$ cat src/design/utf8sd_pkg.sv
// Types, constants and lead byte decoding for the UTF-8 stream decoder.
`timescale 1ns / 1ps
`default_nettype none

package utf8sd_pkg;

    localparam int CP_W    = 21;
    localparam int BYTE_W  = 8;
    localparam int REM_W   = 3;
    localparam int CFG_IDX_W = 1;

    // Configuration register indexes.
    localparam logic [CFG_IDX_W-1:0] CFG_REP_CP = 1'd0;
    localparam logic [CFG_IDX_W-1:0] CFG_REP_EN = 1'd1;

    localparam logic [CP_W-1:0] REP_CP_RESET = 21'h00FFFD;
    localparam logic [CP_W-1:0] CP_NONCHAR_E = 21'h00FFFE;
    localparam logic [CP_W-1:0] CP_NONCHAR_F = 21'h00FFFF;
    localparam logic [CP_W-1:0] CP_MAX       = 21'h10FFFF;

    localparam logic [BYTE_W-1:0] CONT_MASK = 8'hC0;
    localparam logic [BYTE_W-1:0] CONT_TAG  = 8'h80;

    typedef struct packed {
        logic [CP_W-1:0]  acc;
        logic [REM_W-1:0] rem;
        logic             inv;
    } t_lead;

    typedef struct packed {
        logic [CP_W-1:0] code_point;
        logic            has_code_point;
        logic            replaced;
        logic            end_of_buffer;
        logic            stopped_early;
    } t_result;

    // Payload bits and remaining length of a sequence from its lead byte.
    function automatic t_lead lead_decode(input logic [BYTE_W-1:0] b);
        t_lead l;
        l.inv = 1'b0;
        if (b[7] == 1'b0) begin
            l.acc = {13'd0, b};
            l.rem = 3'd0;
        end else if ((b & 8'hE0) == 8'hC0) begin
            l.acc = {16'd0, b[4:0]};
            l.rem = 3'd1;
        end else if ((b & 8'hF0) == 8'hE0) begin
            l.acc = {17'd0, b[3:0]};
            l.rem = 3'd2;
        end else if ((b & 8'hF8) == 8'hF0) begin
            l.acc = {18'd0, b[2:0]};
            l.rem = 3'd3;
        end else if ((b & 8'hFC) == 8'hF8) begin
            l.acc = {19'd0, b[1:0]};
            l.rem = 3'd4;
            l.inv = 1'b1;
        end else if ((b & 8'hFE) == 8'hFC) begin
            l.acc = {20'd0, b[0]};
            l.rem = 3'd5;
            l.inv = 1'b1;
        end else begin
            l.acc = {13'd0, b};
            l.rem = 3'd0;
            l.inv = 1'b1;
        end
        return l;
    endfunction

endpackage

`default_nettype wire

$ cat src/design/utf8sd_byte_if.sv
// Byte input channel of the UTF-8 stream decoder.
`timescale 1ns / 1ps
`default_nettype none

interface utf8sd_byte_if import utf8sd_pkg::*; ();
    logic              valid;
    logic              ready;
    logic [BYTE_W-1:0] data_byte;
    logic              last_in_buffer;

    modport source (output valid, output data_byte, output last_in_buffer, input ready);
    modport sink   (input valid, input data_byte, input last_in_buffer, output ready);
endinterface

`default_nettype wire

$ cat src/design/utf8sd_cp_if.sv
// Code point result channel of the UTF-8 stream decoder.
`timescale 1ns / 1ps
`default_nettype none

interface utf8sd_cp_if import utf8sd_pkg::*; ();
    logic            valid;
    logic            ready;
    logic [CP_W-1:0] code_point;
    logic            has_code_point;
    logic            replaced;
    logic            end_of_buffer;
    logic            stopped_early;

    modport source (output valid, output code_point, output has_code_point,
                    output replaced, output end_of_buffer, output stopped_early,
                    input ready);
    modport sink   (input valid, input code_point, input has_code_point,
                    input replaced, input end_of_buffer, input stopped_early,
                    output ready);
endinterface

`default_nettype wire

$ cat src/design/utf8_stream_decoder.sv
// Top level of the UTF-8 stream decoder: one byte in, at most one code point out.
//
// Bytes arrive on i_byte, one per transaction, with last_in_buffer marking the
// final byte of a buffer. Results leave on o_cp; a byte gives either no result
// or exactly one, and the last byte of a buffer always gives one, carrying
// end_of_buffer and, where decoding halted or the final sequence was cut off,
// stopped_early.
// The result of an accepted byte is registered and is on o_cp from the next
// cycle. Throughput is one byte per cycle while the receiver keeps up; the
// decode of a byte is a single pass of lead decode, six-bit shift and range
// compare between the sequence state registers and the result register.
// The result register parts the two sides: a new byte is taken whenever the
// register is empty or its transaction completes in the same cycle. If the
// receiver stalls, the result is held and i_byte.ready drops until it is taken.
// Synchronous reset clears the sequence state and the result valid flag, and
// sets the replacement code point to U+FFFD with replacement enabled. The
// configuration port writes those two registers at a non-reset edge with i_cfg_we.
`timescale 1ns / 1ps
`default_nettype none

module utf8_stream_decoder import utf8sd_pkg::*; (
    input  wire                  i_clk,
    input  wire                  i_rst_n,
    input  wire                  i_cfg_we,
    input  wire [CFG_IDX_W-1:0]  i_cfg_index,
    input  wire [CP_W-1:0]       i_cfg_data,
    utf8sd_byte_if.sink          i_byte,
    utf8sd_cp_if.source          o_cp
);

    // Sequence state.
    logic [CP_W-1:0]  r_acc, n_acc;
    logic [REM_W-1:0] r_rem, n_rem;
    logic             r_inv, n_inv;
    logic             r_brk, n_brk;
    logic             r_halt, n_halt;

    // Configuration registers.
    logic [CP_W-1:0]  r_rep_cp;
    logic             r_rep_en;

    // Result register.
    logic             r_out_valid;
    t_result          r_out, n_out;
    logic             n_out_valid;

    // Intermediate values of the decode of the current byte.
    logic [CP_W-1:0]  s_acc;
    logic [REM_W-1:0] s_rem;
    logic             s_inv, s_brk, s_halt;
    logic             emit, rep, err;
    logic [CP_W-1:0]  cp;
    t_lead            lead;
    logic             accept;

    assign i_byte.ready = !r_out_valid || o_cp.ready;
    assign accept       = i_byte.valid && i_byte.ready;

    assign lead = lead_decode(i_byte.data_byte);

    always_comb begin
        s_acc  = r_acc;
        s_rem  = r_rem;
        s_inv  = r_inv;
        s_brk  = r_brk;
        s_halt = r_halt;
        emit   = 1'b0;
        rep    = 1'b0;
        err    = 1'b0;
        cp     = '0;
        if (!r_halt) begin
            if (r_rem == '0) begin
                s_acc = lead.acc;
                s_rem = lead.rem;
                s_inv = lead.inv;
                s_brk = 1'b0;
            end else begin
                // A broken continuation freezes the partial value, but the
                // remaining bytes of the sequence are still counted off.
                if (!r_brk) begin
                    if ((i_byte.data_byte & CONT_MASK) != CONT_TAG) begin
                        s_brk = 1'b1;
                    end else begin
                        s_acc = {r_acc[CP_W-7:0], i_byte.data_byte[5:0]};
                    end
                end
                s_rem = r_rem - 3'd1;
            end
            if (s_rem == '0) begin
                err = s_inv || (s_acc == CP_NONCHAR_E) || (s_acc == CP_NONCHAR_F)
                      || (s_acc > CP_MAX);
                if (err) begin
                    if (r_rep_en) begin
                        emit = 1'b1;
                        rep  = 1'b1;
                        cp   = r_rep_cp;
                    end
                end else begin
                    emit = 1'b1;
                    cp   = s_acc;
                end
                s_halt = s_brk;
                s_acc  = '0;
                s_inv  = 1'b0;
                s_brk  = 1'b0;
            end
        end

        n_out.code_point     = cp;
        n_out.has_code_point = emit;
        n_out.replaced       = rep;
        n_out.end_of_buffer  = i_byte.last_in_buffer;
        n_out.stopped_early  = i_byte.last_in_buffer && (s_halt || (s_rem != '0));
        n_out_valid          = emit || i_byte.last_in_buffer;

        // The end of a buffer returns the sequence state to its reset values.
        if (i_byte.last_in_buffer) begin
            n_acc  = '0;
            n_rem  = '0;
            n_inv  = 1'b0;
            n_brk  = 1'b0;
            n_halt = 1'b0;
        end else begin
            n_acc  = s_acc;
            n_rem  = s_rem;
            n_inv  = s_inv;
            n_brk  = s_brk;
            n_halt = s_halt;
        end
    end

    always_ff @(posedge i_clk) begin
        if (!i_rst_n) begin
            r_acc       <= '0;
            r_rem       <= '0;
            r_inv       <= 1'b0;
            r_brk       <= 1'b0;
            r_halt      <= 1'b0;
            r_out_valid <= 1'b0;
            r_rep_cp    <= REP_CP_RESET;
            r_rep_en    <= 1'b1;
        end else begin
            if (accept) begin
                r_acc       <= n_acc;
                r_rem       <= n_rem;
                r_inv       <= n_inv;
                r_brk       <= n_brk;
                r_halt      <= n_halt;
                r_out_valid <= n_out_valid;
            end else if (o_cp.ready) begin
                r_out_valid <= 1'b0;
            end
            if (i_cfg_we) begin
                case (i_cfg_index)
                    CFG_REP_CP: begin
                        r_rep_cp <= i_cfg_data;
                    end
                    CFG_REP_EN: begin
                        r_rep_en <= i_cfg_data[0];
                    end
                    default: begin
                    end
                endcase
            end
        end
    end

    // The result payload only changes when a new result is loaded.
    always_ff @(posedge i_clk) begin
        if (accept && n_out_valid) begin
            r_out <= n_out;
        end
    end

    assign o_cp.valid          = r_out_valid;
    assign o_cp.code_point     = r_out.code_point;
    assign o_cp.has_code_point = r_out.has_code_point;
    assign o_cp.replaced       = r_out.replaced;
    assign o_cp.end_of_buffer  = r_out.end_of_buffer;
    assign o_cp.stopped_early  = r_out.stopped_early;

endmodule

`default_nettype wire

$ cat src/flat_wrapper.sv
// flat-port wrapper written by rule: the top's interface ports become plain ports
module utf8_stream_decoder_flat import utf8sd_pkg::*;
  (i_clk, i_rst_n, i_cfg_we, i_cfg_index, i_cfg_data, i_byte_valid, i_byte_data_byte, i_byte_last_in_buffer, i_byte_ready, o_cp_valid, o_cp_code_point, o_cp_has_code_point, o_cp_replaced, o_cp_end_of_buffer, o_cp_stopped_early, o_cp_ready);
  utf8sd_byte_if i_byte_i ();
  utf8sd_cp_if o_cp_i ();
  input  wire i_clk;
  input  wire i_rst_n;
  input  wire i_cfg_we;
  input  wire [CFG_IDX_W-1:0] i_cfg_index;
  input  wire [CP_W-1:0] i_cfg_data;
  input wire logic [$bits(i_byte_i.valid)-1:0] i_byte_valid;
  input wire logic [$bits(i_byte_i.data_byte)-1:0] i_byte_data_byte;
  input wire logic [$bits(i_byte_i.last_in_buffer)-1:0] i_byte_last_in_buffer;
  output wire logic [$bits(i_byte_i.ready)-1:0] i_byte_ready;
  output wire logic [$bits(o_cp_i.valid)-1:0] o_cp_valid;
  output wire logic [$bits(o_cp_i.code_point)-1:0] o_cp_code_point;
  output wire logic [$bits(o_cp_i.has_code_point)-1:0] o_cp_has_code_point;
  output wire logic [$bits(o_cp_i.replaced)-1:0] o_cp_replaced;
  output wire logic [$bits(o_cp_i.end_of_buffer)-1:0] o_cp_end_of_buffer;
  output wire logic [$bits(o_cp_i.stopped_early)-1:0] o_cp_stopped_early;
  input wire logic [$bits(o_cp_i.ready)-1:0] o_cp_ready;
  assign i_byte_i.valid = i_byte_valid;
  assign i_byte_i.data_byte = i_byte_data_byte;
  assign i_byte_i.last_in_buffer = i_byte_last_in_buffer;
  assign i_byte_ready = i_byte_i.ready;
  assign o_cp_valid = o_cp_i.valid;
  assign o_cp_code_point = o_cp_i.code_point;
  assign o_cp_has_code_point = o_cp_i.has_code_point;
  assign o_cp_replaced = o_cp_i.replaced;
  assign o_cp_end_of_buffer = o_cp_i.end_of_buffer;
  assign o_cp_stopped_early = o_cp_i.stopped_early;
  assign o_cp_i.ready = o_cp_ready;
  utf8_stream_decoder u_core (.i_clk(i_clk), .i_rst_n(i_rst_n), .i_cfg_we(i_cfg_we), .i_cfg_index(i_cfg_index), .i_cfg_data(i_cfg_data), .i_byte(i_byte_i), .o_cp(o_cp_i));
endmodule
$ cat config.mk
export PLATFORM = sky130hd
export DESIGN_NAME = utf8_stream_decoder_flat
export DESIGN_NICKNAME = d
export VERILOG_FILES = /design/src/design/utf8sd_pkg.sv /design/src/design/utf8sd_byte_if.sv /design/src/design/utf8sd_cp_if.sv /design/src/design/utf8_stream_decoder.sv /design/src/flat_wrapper.sv
export SDC_FILE = /design/constraint.sdc
export NUM_CORES = 1
export LEC_CHECK = 0
export BUFFER_PORTS_ARGS = -buffer_cell sky130_fd_sc_hd__buf_4
export CORE_AREA = 2 2 103 65
export CTS_BUF_LIST = sky130_fd_sc_hd__clkbuf_4
export DETAILED_ROUTE_END_ITERATION = 16
export DIE_AREA = 0 0 105 67
export PLACE_DENSITY = 0.86
export SYNTH_ARGS = -nofsm -noshare
export SYNTH_HDL_FRONTEND = slang
export SYNTH_SLANG_ARGS = --single-unit
export TNS_END_PERCENT = 30
$ cat constraint.sdc
create_clock -name i_clk -period 6 [get_ports i_clk]
set_input_delay 0.6 -clock i_clk [delete_from_list [all_inputs] [get_ports i_clk]]
set_output_delay 0.6 -clock i_clk [all_outputs]
set_load 0.01 [all_outputs]
==> results of run 1 <==
-- metal layers --
metal | wire length, um | part of all wire [%]
met1 | 4220 | 45
met2 | 4220 | 45
met3 | 878 | 9.3
met4 | 121 | 1.3
met5 | 0 | 0
-- cells by family after synthesis --
group,Yosys count,share of synthesized area [%]
simple gates,213,26.5
compound gates,92,15.9
flops,75,46.8
buf+inv,38,4.98
mux,19,5.15
fa+ha+maj,2,0.669
-- area by class of cell --
cell class | instances | area (sq um)
multi-input cells | 326 | 1810
inverters | 7 | 26.3
fillers | 505 | 1660
clock buffers | 11 | 82.6
flip-flops and latches | 75 | 1750
repair buffers | 68 | 510
clock inverters | 5 | 53.8
well taps | 84 | 105
-- synth_stat cells, types with 3 or more instances --
| master | count | area [sq um] |
|---|---|---|
| o21a_1 | 4 | 30.0 |
| dfxtp_1 | 50 | 1000 |
| a22oi_1 | 15 | 113 |
| edfxtp_1 | 25 | 751 |
| o22ai_1 | 5 | 31.3 |
| nor2b_1 | 3 | 18.8 |
| a221oi_1 | 7 | 61.3 |
| nand2b_1 | 4 | 25.0 |
| a2bb2oi_1 | 3 | 26.3 |
| buf_6 | 4 | 45.0 |
| a21oi_1 | 33 | 165 |
| nand4_1 | 3 | 18.8 |
| o21ai_0 | 12 | 60.1 |
| and2_1 | 4 | 25.0 |
| nor3_1 | 5 | 25.0 |
| clkbuf_1 | 24 | 90.1 |
| nand3_1 | 37 | 185 |
| nor2_1 | 30 | 113 |
| nor3b_1 | 3 | 22.5 |
| inv_1 | 7 | 26.3 |
| nand2_1 | 109 | 409 |
| mux2i_1 | 17 | 170 |
-- path summary, 6_finish.rpt --
check                          startpoint                                      end  cells after the start
max          u_core.r_rem[0]$_SDFFE_PN0P_  u_core.o_cp.code_point[1]$_SDFFCE_PP0P_                     11
min                        i_cfg_data[13]         u_core.r_rep_cp[13]$_SDFFE_PN1P_                      3
min reg2reg  u_core.r_rem[2]$_SDFFE_PN0P_             u_core.r_rem[2]$_SDFFE_PN0P_                      2
max reg2reg  u_core.r_rem[0]$_SDFFE_PN0P_  u_core.o_cp.code_point[1]$_SDFFCE_PP0P_                     11
-- tightest hold or removal path: cells and delay by family --
kind,cells,cell delay (ps)
buffers and inverters,1,70
AND/OR/NAND/NOR,2,90
-- metrics by stage --
step                power, mW  setup slack, ps  area [sq um]  hold slack, ps
floorplan               0.713             2180          3740             436
global placement        0.784             2420          4200             443
detailed placement      0.789             2330          4200             455
CTS                      1.09             2420          4340             367
global route             1.14             2050          4340             372
finish                   1.09             2350          4340             381
-- power by group through the flow --
stage          combinational (mW)  clock [mW]  sequential, mW
2_1_floorplan               0.120           0           0.593
3_3_place_gp                0.194           0           0.590
3_5_place_dp                0.199           0           0.590
4_1_cts                     0.200       0.313           0.579
5_1_grt                     0.221       0.339           0.583
6_report                    0.202       0.311           0.579
-- sequential cells by signal, summed over array words and instances, names as in the netlist --
| register | cells |
|---|---|
| u_core.o_cp.code_point | 21 |
| u_core.r_acc | 21 |
| u_core.r_rep_cp | 21 |
| u_core.r_rem | 3 |
| u_core.o_cp.end_of_buffer | 1 |
| u_core.o_cp.has_code_point | 1 |
| u_core.o_cp.replaced | 1 |
| u_core.o_cp.stopped_early | 1 |
| u_core.o_cp.valid | 1 |
| u_core.r_brk | 1 |
| u_core.r_halt | 1 |
| u_core.r_inv | 1 |
| u_core.r_rep_en | 1 |
-- layout by cell type (no fill, tap or decap), types with 4 or more instances in the layout --
master / count
nand2_1: 109
buf_4: 68
dfxtp_1: 50
nand3_1: 37
a21oi_1: 32
nor2_1: 30
edfxtp_1: 25
mux2i_1: 17
a22oi_1: 15
o21ai_0: 12
clkbuf_4: 11
inv_1: 7
a221oi_1: 7
nor3_1: 5
o22ai_1: 5
nand2b_1: 4
o21a_1: 4
and2_1: 4
==> impl_metrics.env, run 1 <==
export IMPL_drcViolationCount=0
export IMPL_ant_nets=0
export IMPL_ys_warn_count=0
export IMPL_max_freq_ghz=0.274
export IMPL_netlist_instances=439
export IMPL_cts_max_level=3
export IMPL_max_clock_path_buffers=2
export IMPL_dp_hpwl_mm=6.55
export IMPL_die_h_um=67
export IMPL_finalCriticalPeriod_ps=3650
export IMPL_cts_tree="built"
export IMPL_wl_per_cell_um=16.4
export IMPL_cts_resized=0
export IMPL_pwr_density_cell_nw_per_um2=252
export IMPL_area_growth_pct=15.9
export IMPL_finish_utilization_pct=72.3
export IMPL_io_pins=63
export IMPL_grt_pass1_wl_mm=15.5
export IMPL_routed_wl_mm=9.44
export IMPL_setup_violations=0
export IMPL_max_stage_delay_ps=920
export IMPL_die_w_um=105
export IMPL_met3_usage_pct=7.63
export IMPL_clk_pin_slew_ps=120
export IMPL_rows=22
export IMPL_n_antenna_cell=0
export IMPL_syn_cell_area_sq_um=3740
export IMPL_pwr_share_comb_pct=18.5
export IMPL_globalplace_congestion=0.929
export IMPL_path_max_fanout=36
export IMPL_busiest_layer="met2"
export IMPL_synth_edff_count=25
export IMPL_dp_cells=560
export IMPL_worstMarginPinSlew_ps=1090
export IMPL_cts_sinks=75
export IMPL_clock_power_share_pct=28.5
export IMPL_r2r_slack_ps=2350
export IMPL_grt_use_met1_pct=39.4
export IMPL_layout_cells_non_filler=576
export IMPL_grt_setup_unrepaired="no"
export IMPL_antenna_found_initial=0
export IMPL_p_leak_nw=1.70
export IMPL_drv_slew=0
export IMPL_postSynth_asyncResetShare_pct=0
export IMPL_path_cells="inv_1 -> ha_1 -> ha_1 -> buf_4 -> nand2_1 -> o221ai_1 -> a21oi_1 -> and2_1 -> o21ai_0 -> a21oi_2 -> buf_4"
export IMPL_critical_path_top_delay_family="simple AND/OR/NAND/NOR gates"
export IMPL_post_route_period_util_pct=60.8
export IMPL_synthDistinctLibCells=51
export IMPL_cp_arrival_ps=3740
export IMPL_synth_ff_type="dfxtp_1"
export IMPL_grt_max_degree=37
export IMPL_viasPerCell=5.96
export IMPL_setup_tns_ps=0
export IMPL_core_area_sq_um=6000
export IMPL_post_cts_buffers=0
export IMPL_synth_seq_cells=75
export IMPL_dr_pass1_iters=5
export IMPL_grt_pass1_vias=3099
export IMPL_postCtsHoldBufs=0
export IMPL_drt_iter0_drc=306
export IMPL_ir_drop_uv=157
export IMPL_worst_setup_path_type="reg2reg"
export IMPL_worst_path_max_delay_cell="and2_1"
export IMPL_syn_num_nets=477
export IMPL_crit_buf_inv=3
export IMPL_intPower_uw=780
export IMPL_switching_share_pct=28.6
export IMPL_met2_usage_pct=44.2
export IMPL_cp_start_kind="flip-flop"
export IMPL_vias=3431
export IMPL_switchingPower_uw=312
export IMPL_synth_seq_area_share_pct=46.8
export IMPL_hp_class="in2reg"
export IMPL_grt_total_usage_pct=28.4
export IMPL_clk_latency_ps=420
export IMPL_relSlewSlack_pct=27.5
export IMPL_cts_buffers=9
export IMPL_required_ps=6090
export IMPL_start_util_pct=62.3
export IMPL_final_nets=525
export IMPL_cap_violations=0
export IMPL_clock_root_buffer="clkbuf_4"
export IMPL_drive_gt1_share_pct=19.5
export IMPL_avgSynthCellArea_sq_um=8.52
export IMPL_seq_power_share_pct=53.1
export IMPL_finalHoldViolations=0
export IMPL_skew_ps=12.6
export IMPL_outcome="finished clean"
export IMPL_cp_end_kind="flip-flop"
export IMPL_dieArea_sq_um=7040
export IMPL_port_buffer_count=62
export IMPL_globalRouteOverflowTotal=0
No activity file was read; power rests on OpenSTA's default activity.
==> run 2, diff against run 1 <==
ABC_AREA = 1   (was unset)
CORE_AREA = 2 2 106 67   (was 2 2 103 65)
DIE_AREA = 0 0 108 69   (was 0 0 105 67)
PLACE_DENSITY = 0.8   (was 0.86)
clock period = 3.7 ns   (was 6 ns; I/O delays follow)
==> run 2 against run 1 <==
Maximum frequency is 8.4% higher. Hold slack worse by 250 ps. Sequential share of layout area is 0.72 points higher. Via count is 2.2% higher. Total power is 64% higher. Sequential power is 66% higher. Area after synthesis is 2.6% lower. Sequential cell count stayed put. Register-to-register slack worse by 2000 ps. Cell area is 1.8% lower. Clock skew hardly changed. Die area is 5.9% higher.
==> impl_metrics.env, run 2 <==
export IMPL_dr_pass1_iters=5
export IMPL_ys_warn_count=0
export IMPL_hold_depth=3
export IMPL_seq_power_share_pct=53.9
export IMPL_cp_end_kind="flip-flop"
export IMPL_cts_buffers=9
export IMPL_synth_top_area_share_pct=27.5
export IMPL_layout_common_cells="169 x nand2_1, 67 x buf_4, 50 x dfxtp_1, 46 x nor2_1, 44 x nand3_1"
export IMPL_io_pins=63
export IMPL_clock_power_share_pct=23.0
export IMPL_worstMarginPinSlew_ps=1040
export IMPL_drive_gt1_share_pct=17.7
export IMPL_syn_num_nets=534
export IMPL_outcome="finished clean"
export IMPL_cts_resized=0
export IMPL_setup_tns_ps=0
export IMPL_drt_iter0_drc=332
export IMPL_relSlewSlack_pct=30.8
export IMPL_skew_ps=13.0
export IMPL_finalHoldViolations=0
export IMPL_routed_wl_mm=9.54
export IMPL_drv_slew=0
export IMPL_pwr_density_cell_nw_per_um2=420
export IMPL_worst_r2r_cell_count=17
export IMPL_netlist_instances=496
export IMPL_synthDistinctLibCells=31
export IMPL_cap_violations=0
export IMPL_cts_max_level=3
export IMPL_min_to="u_core.r_rep_cp[12]$_SDFFE_PN1P_"
export IMPL_nFillCells=582
export IMPL_synth_seq_cells=75
export IMPL_drcViolationCount=0
export IMPL_final_common_cell="nand2_1"
export IMPL_ant_nets=0
export IMPL_grt_total_usage_pct=26.7
export IMPL_switchingPower_uw=571
export IMPL_timing_rr_end="u_core.o_cp.code_point[16]$_SDFFCE_PP0P_"
export IMPL_dp_hpwl_mm=7.19
export IMPL_regToRegStartpoint="u_core.r_rem[0]$_SDFFE_PN0P_"
export IMPL_die_w_um=108
export IMPL_p_leak_nw=1.84
export IMPL_viasPerCell=5.43
export IMPL_intPower_mw=1.22
export IMPL_cp_start_kind="flip-flop"
export IMPL_ir_drop_uv=263
export IMPL_n_antenna_cell=0
export IMPL_path_max_fanout=26
export IMPL_required_ps=3760
export IMPL_grt_setup_unrepaired="no"
export IMPL_synth_seq_area_share_pct=48.1
export IMPL_grt_max_degree=29
export IMPL_rows=23
export IMPL_pwr_share_comb_pct=23.1
export IMPL_finish_utilization_pct=65.8
export IMPL_synth_ff_type="dfxtp_1"
export IMPL_setup_violations=0
export IMPL_crit_path_start="u_core.r_rem[0]$_SDFFE_PN0P_"
export IMPL_worst_setup_path_type="reg2reg"
export IMPL_clk_pin_slew_ps=120
export IMPL_globalRouteOverflowTotal=0
export IMPL_syn_cell_area_sq_um=3640
export IMPL_r2r_slack_ps=340
export IMPL_area_growth_pct=16.9
export IMPL_post_route_period_util_pct=90.9
export IMPL_finalCriticalPeriod_ps=3360
export IMPL_max_freq_ghz=0.297
export IMPL_final_nets=592
export IMPL_clk_latency_ps=430
export IMPL_cts_sinks=75
export IMPL_clock_root_buffer="clkbuf_4"
export IMPL_vias=3508
export IMPL_cp_arrival_ps=3420
export IMPL_hp_class="in2reg"
export IMPL_antenna_found_initial=1
export IMPL_core_area_sq_um=6470
export IMPL_start_util_pct=56.3
export IMPL_grt_pass1_wl_mm=15.3
export IMPL_postCtsHoldBufs=0
export IMPL_postSynth_asyncResetShare_pct=0
export IMPL_grt_pass1_vias=3019
export IMPL_cts_tree="built"
export IMPL_port_buffer_count=62
export IMPL_wl_per_cell_um=14.8
export IMPL_synth_commonest_cells="169 x nand2_1, 50 x dfxtp_1, 46 x nor2_1, 44 x nand3_1, 42 x inv_1"
export IMPL_synth_edff_count=25
export IMPL_synth_largest_area_cell="dfxtp_1"
export IMPL_dieArea_sq_um=7450
export IMPL_globalplace_congestion=0.964
export IMPL_yosys_cell_count_top_type="nand2_1"
export IMPL_avgSynthCellArea_sq_um=7.35
export IMPL_max_clock_path_buffers=2
export IMPL_die_h_um=69
export IMPL_post_cts_buffers=0
export IMPL_switching_share_pct=31.9
export IMPL_hp_start="i_cfg_data[12]"
export IMPL_netlist_top_cells_area="dfxtp_1 27%, edfxtp_1 21%, nand2_1 17%"
-- run 2: worst max-delay path: stages, from the launching register on --
cell and delay [ps]:
dfxtp_1 400, inv_1 60, ha_1 200, ha_1 320, clkinv_1 80, buf_4 280
nand2_2 160, inv_1 130, nand2_1 70, nand3_1 90, nor2_1 60, nand2_1 50
nor2_1 40, nand2_1 100, nand3_2 80, nand3_1 70, nand2_1 80, inv_1 700
-- run 2: how the worst max path moves through the flow --
stage / endpoint / slack (ps) / cells past startpoint
after floorplan: u_core.o_cp.code_point[0]$_SDFFCE_PP0P_ / 870 / 15
after global placement: u_core.o_cp.end_of_buffer$_DFFE_PP_ / 580 / 17
after detailed placement: u_core.o_cp.code_point[1]$_SDFFCE_PP0P_ / 410 / 17
after CTS: u_core.o_cp.stopped_early$_DFFE_PP_ / 370 / 17
after global routing: u_core.o_cp.code_point[16]$_SDFFCE_PP0P_ / 60 / 17
final: u_core.o_cp.code_point[16]$_SDFFCE_PP0P_ / 340 / 17
-- run 2: cell type report --
| type | instances | area (sq um) | area share, % |
|---|---|---|---|
| Clock buffer | 9 | 67.6 | 1.59 |
| Clock inverter | 7 | 33.8 | 0.793 |
| Inverter | 47 | 179 | 4.20 |
| Multi-Input combinational cell | 354 | 1620 | 37.9 |
| Sequential cell | 75 | 1750 | 41.1 |
| Tap cell | 87 | 109 | 2.56 |
| Timing Repair Buffer | 67 | 503 | 11.8 |
-- run 2: kinds of logic (layout without fill, tap and decap cells) --
logic type	after synthesis	count (layout)	synth area share, %
compound gates	69	69	10.6
fa+ha+maj	2	2	0.687
buf+inv	67	130	7.66
flops	75	75	48.1
simple gates	283	283	33.0
-- run 2: metal layers --
layer	vias to the layer above	wire [um]	share of wire [%]	GRT usage (%)
met3	14	1140	12	10.3
li1	1726	-	-	-
met4	2	91	0.95	5.27
met5	-	7	0.073	0
met2	173	3830	40	35.1
met1	1593	4470	47	41.3
-- run 2: metrics by stage --
stage	hold WS, ps	cells	setup slack [ps]	total power, mW	cell area, sq um
2_1_floorplan	429	496	870	1.22	3640
4_1_cts	128	646	373	1.79	4260
3_3_place_gp	446	630	584	1.38	4160
3_5_place_dp	448	630	407	1.39	4160
5_1_grt	116	646	59.6	1.88	4260
6_report	133	646	337	1.79	4260
-- run 2: power by group through the flow --
stage               sequential, mW  combinational, mW  clock, mW
floorplan                    0.997              0.225          0
global placement             0.982              0.401          0
detailed placement           0.981              0.409          0
CTS                          0.964              0.409      0.415
global route                 0.970              0.455      0.453
finish                       0.964              0.413      0.412
==> run 3, diff against run 2 <==
ABC_AREA = unset   (was 1)
CORE_AREA = 2 2 84 86   (was 2 2 106 67)
DIE_AREA = 0 0 86 88   (was 0 0 108 69)
==> run 3 against run 2 <==
Non-clock buffer count increased by 4. Largest power group unchanged. Sequential cell count unchanged. Sequential power decreased by 3.1%.
==> impl_metrics.env, run 3 (same netlist as run 1, synthesis figures left out) <==
export IMPL_outcome="finished clean"
export IMPL_globalRouteOverflowTotal=0
export IMPL_max_clock_path_buffers=2
export IMPL_cp_arrival_ps=3460
export IMPL_grt_max_degree=33
export IMPL_final_common_cell="nand2_1"
export IMPL_port_buffer_count=62
export IMPL_final_area_sq_um=4390
export IMPL_setup_violations=0
export IMPL_path_cells="inv_1 -> ha_1 -> ha_1 -> nand3_1 -> nor2_1 -> a21oi_1 -> nor2_1 -> o21ai_0 -> o22ai_1"
export IMPL_cts_buffers=9
export IMPL_post_cts_buffers=0
export IMPL_vias=3396
export IMPL_drive_gt1_share_pct=19.8
export IMPL_globalplace_congestion=0.981
export IMPL_path_max_fanout=19
export IMPL_pwr_density_cell_nw_per_um2=424
export IMPL_postCtsHoldBufs=0
export IMPL_worst_setup_path_type="reg2reg"
export IMPL_cts_sinks=75
export IMPL_grt_pass1_wl_mm=14.9
export IMPL_dr_pass1_iters=5
export IMPL_drv_slew=0
export IMPL_grt_pass1_vias=3042
export IMPL_rows=30
export IMPL_dieArea_sq_um=7570
export IMPL_wl_per_cell_um=16.3
export IMPL_die_h_um=88
export IMPL_post_route_period_util_pct=84.2
export IMPL_required_ps=4050
export IMPL_setup_tns_ps=0
export IMPL_routed_wl_mm=9.40
export IMPL_p_leak_nw=1.72
export IMPL_clock_root_buffer="clkbuf_4"
export IMPL_crit_buf_inv=1
export IMPL_max_freq_ghz=0.321
export IMPL_start_util_pct=56.3
export IMPL_cp_start_kind="flip-flop"
export IMPL_drcViolationCount=0
export IMPL_clk_latency_ps=420
export IMPL_cts_resized=0
export IMPL_ant_nets=0
export IMPL_layout_common_cells="109 x nand2_1, 71 x buf_4, 50 x dfxtp_1, 37 x nand3_1, 32 x a21oi_1"
export IMPL_cts_max_level=3
export IMPL_cap_violations=0
export IMPL_finalCriticalPeriod_ps=3110
export IMPL_fin_ws_ps=586
export IMPL_ir_drop_uv=247
export IMPL_critical_path_top_delay_family="simple AND/OR/NAND/NOR gates"
export IMPL_cts_tree="built"
export IMPL_dp_hpwl_mm=6.62
export IMPL_dpl_cell_area_sq_um=4220
export IMPL_clk_pin_slew_ps=130
export IMPL_die_w_um=86
export IMPL_max_stage_delay_ps=960
export IMPL_area_growth_pct=17.2
export IMPL_n_antenna_cell=0
export IMPL_grt_total_usage_pct=25.4
export IMPL_relSlewSlack_pct=19.2
export IMPL_io_pins=63
export IMPL_antenna_found_initial=0
export IMPL_hp_class="in2reg"
export IMPL_drt_iter0_drc=220
export IMPL_final_nets=528
export IMPL_worst_path_max_delay_cell="nor2_1"
export IMPL_core_area_sq_um=6640
export IMPL_grt_setup_unrepaired="no"
export IMPL_cp_end_kind="flip-flop"
export IMPL_finalHoldViolations=0
export IMPL_viasPerCell=5.91
export IMPL_pre_cts_ws_ps=671
export IMPL_skew_ps=13.9
export IMPL_worstMarginPinSlew_ps=1210
==> run 3: cell types whose count changed in the layout (fill, tap and decap cells not counted), sizes merged, moves of 5 or more <==
cell	before	now
clkinv	7	2
mux2i	0	17
nor2	52	30
a22oi	7	15
a221oi	0	7
nand3	46	37
nand2	174	109
inv	47	9
==> run 3: layer usage <==
metal,global-route usage [%],vias to the layer above,share of wire (%)
met5,0,-,0
met1,33.6,1580,43
met3,4.15,17,6.7
li1,-,1657,-
met2,41.5,142,49
met4,10.8,0,2.0
==> run 3: cell type report <==
cell class	count	area, sq um
Clock buffer	9	67.6
Clock inverter	7	100
Fill cell	548	2260
Inverter	7	26.3
Multi-Input combinational cell	326	1810
Sequential cell	75	1750
Tap cell	80	100
Timing Repair Buffer	71	533
==> run 3: worst paths after layout <==
path	from	end	slack, ps	cells after the start
max	u_core.r_rem[0]$_SDFFE_PN0P_	u_core.r_acc[0]$_SDFFE_PN0P_	590	9
min	i_cfg_data[2]	u_core.r_rep_cp[2]$_SDFFE_PN1P_	150	3
max reg2reg	u_core.r_rem[0]$_SDFFE_PN0P_	u_core.r_acc[0]$_SDFFE_PN0P_	590	9
min reg2reg	u_core.r_rep_cp[17]$_SDFFE_PN0P_	u_core.r_rep_cp[17]$_SDFFE_PN0P_	470	2
==> run 3: power breakdown <==
group          internal, mW  switching, mW
clock network         0.280          0.308
logic                 0.138          0.199
registers             0.911         0.0237
total                  1.33          0.531
==> run 3: worst reg2reg max path: cells and delay by family, from the launching register on <==
| kind | cells | cell delay (ps) |
|---|---|---|
| adders and majority gates | 2 | 560 |
| AOI/OAI and AO/OA | 3 | 750 |
| DFF | 1 | 370 |
| buffers and inverters | 1 | 70 |
| and+or+nand+nor | 3 | 1310 |
==> run 3: metrics by stage <==
stage	hold WS (ps)	total power, mW	cells	utilization [%]
after floorplan	436	1.16	439	-
after global placement	444	1.28	559	63.5
after detailed placement	451	1.29	559	63.5
after CTS	129	1.87	575	66.0
after global routing	142	1.93	575	66.0
final	146	1.86	575	66.0
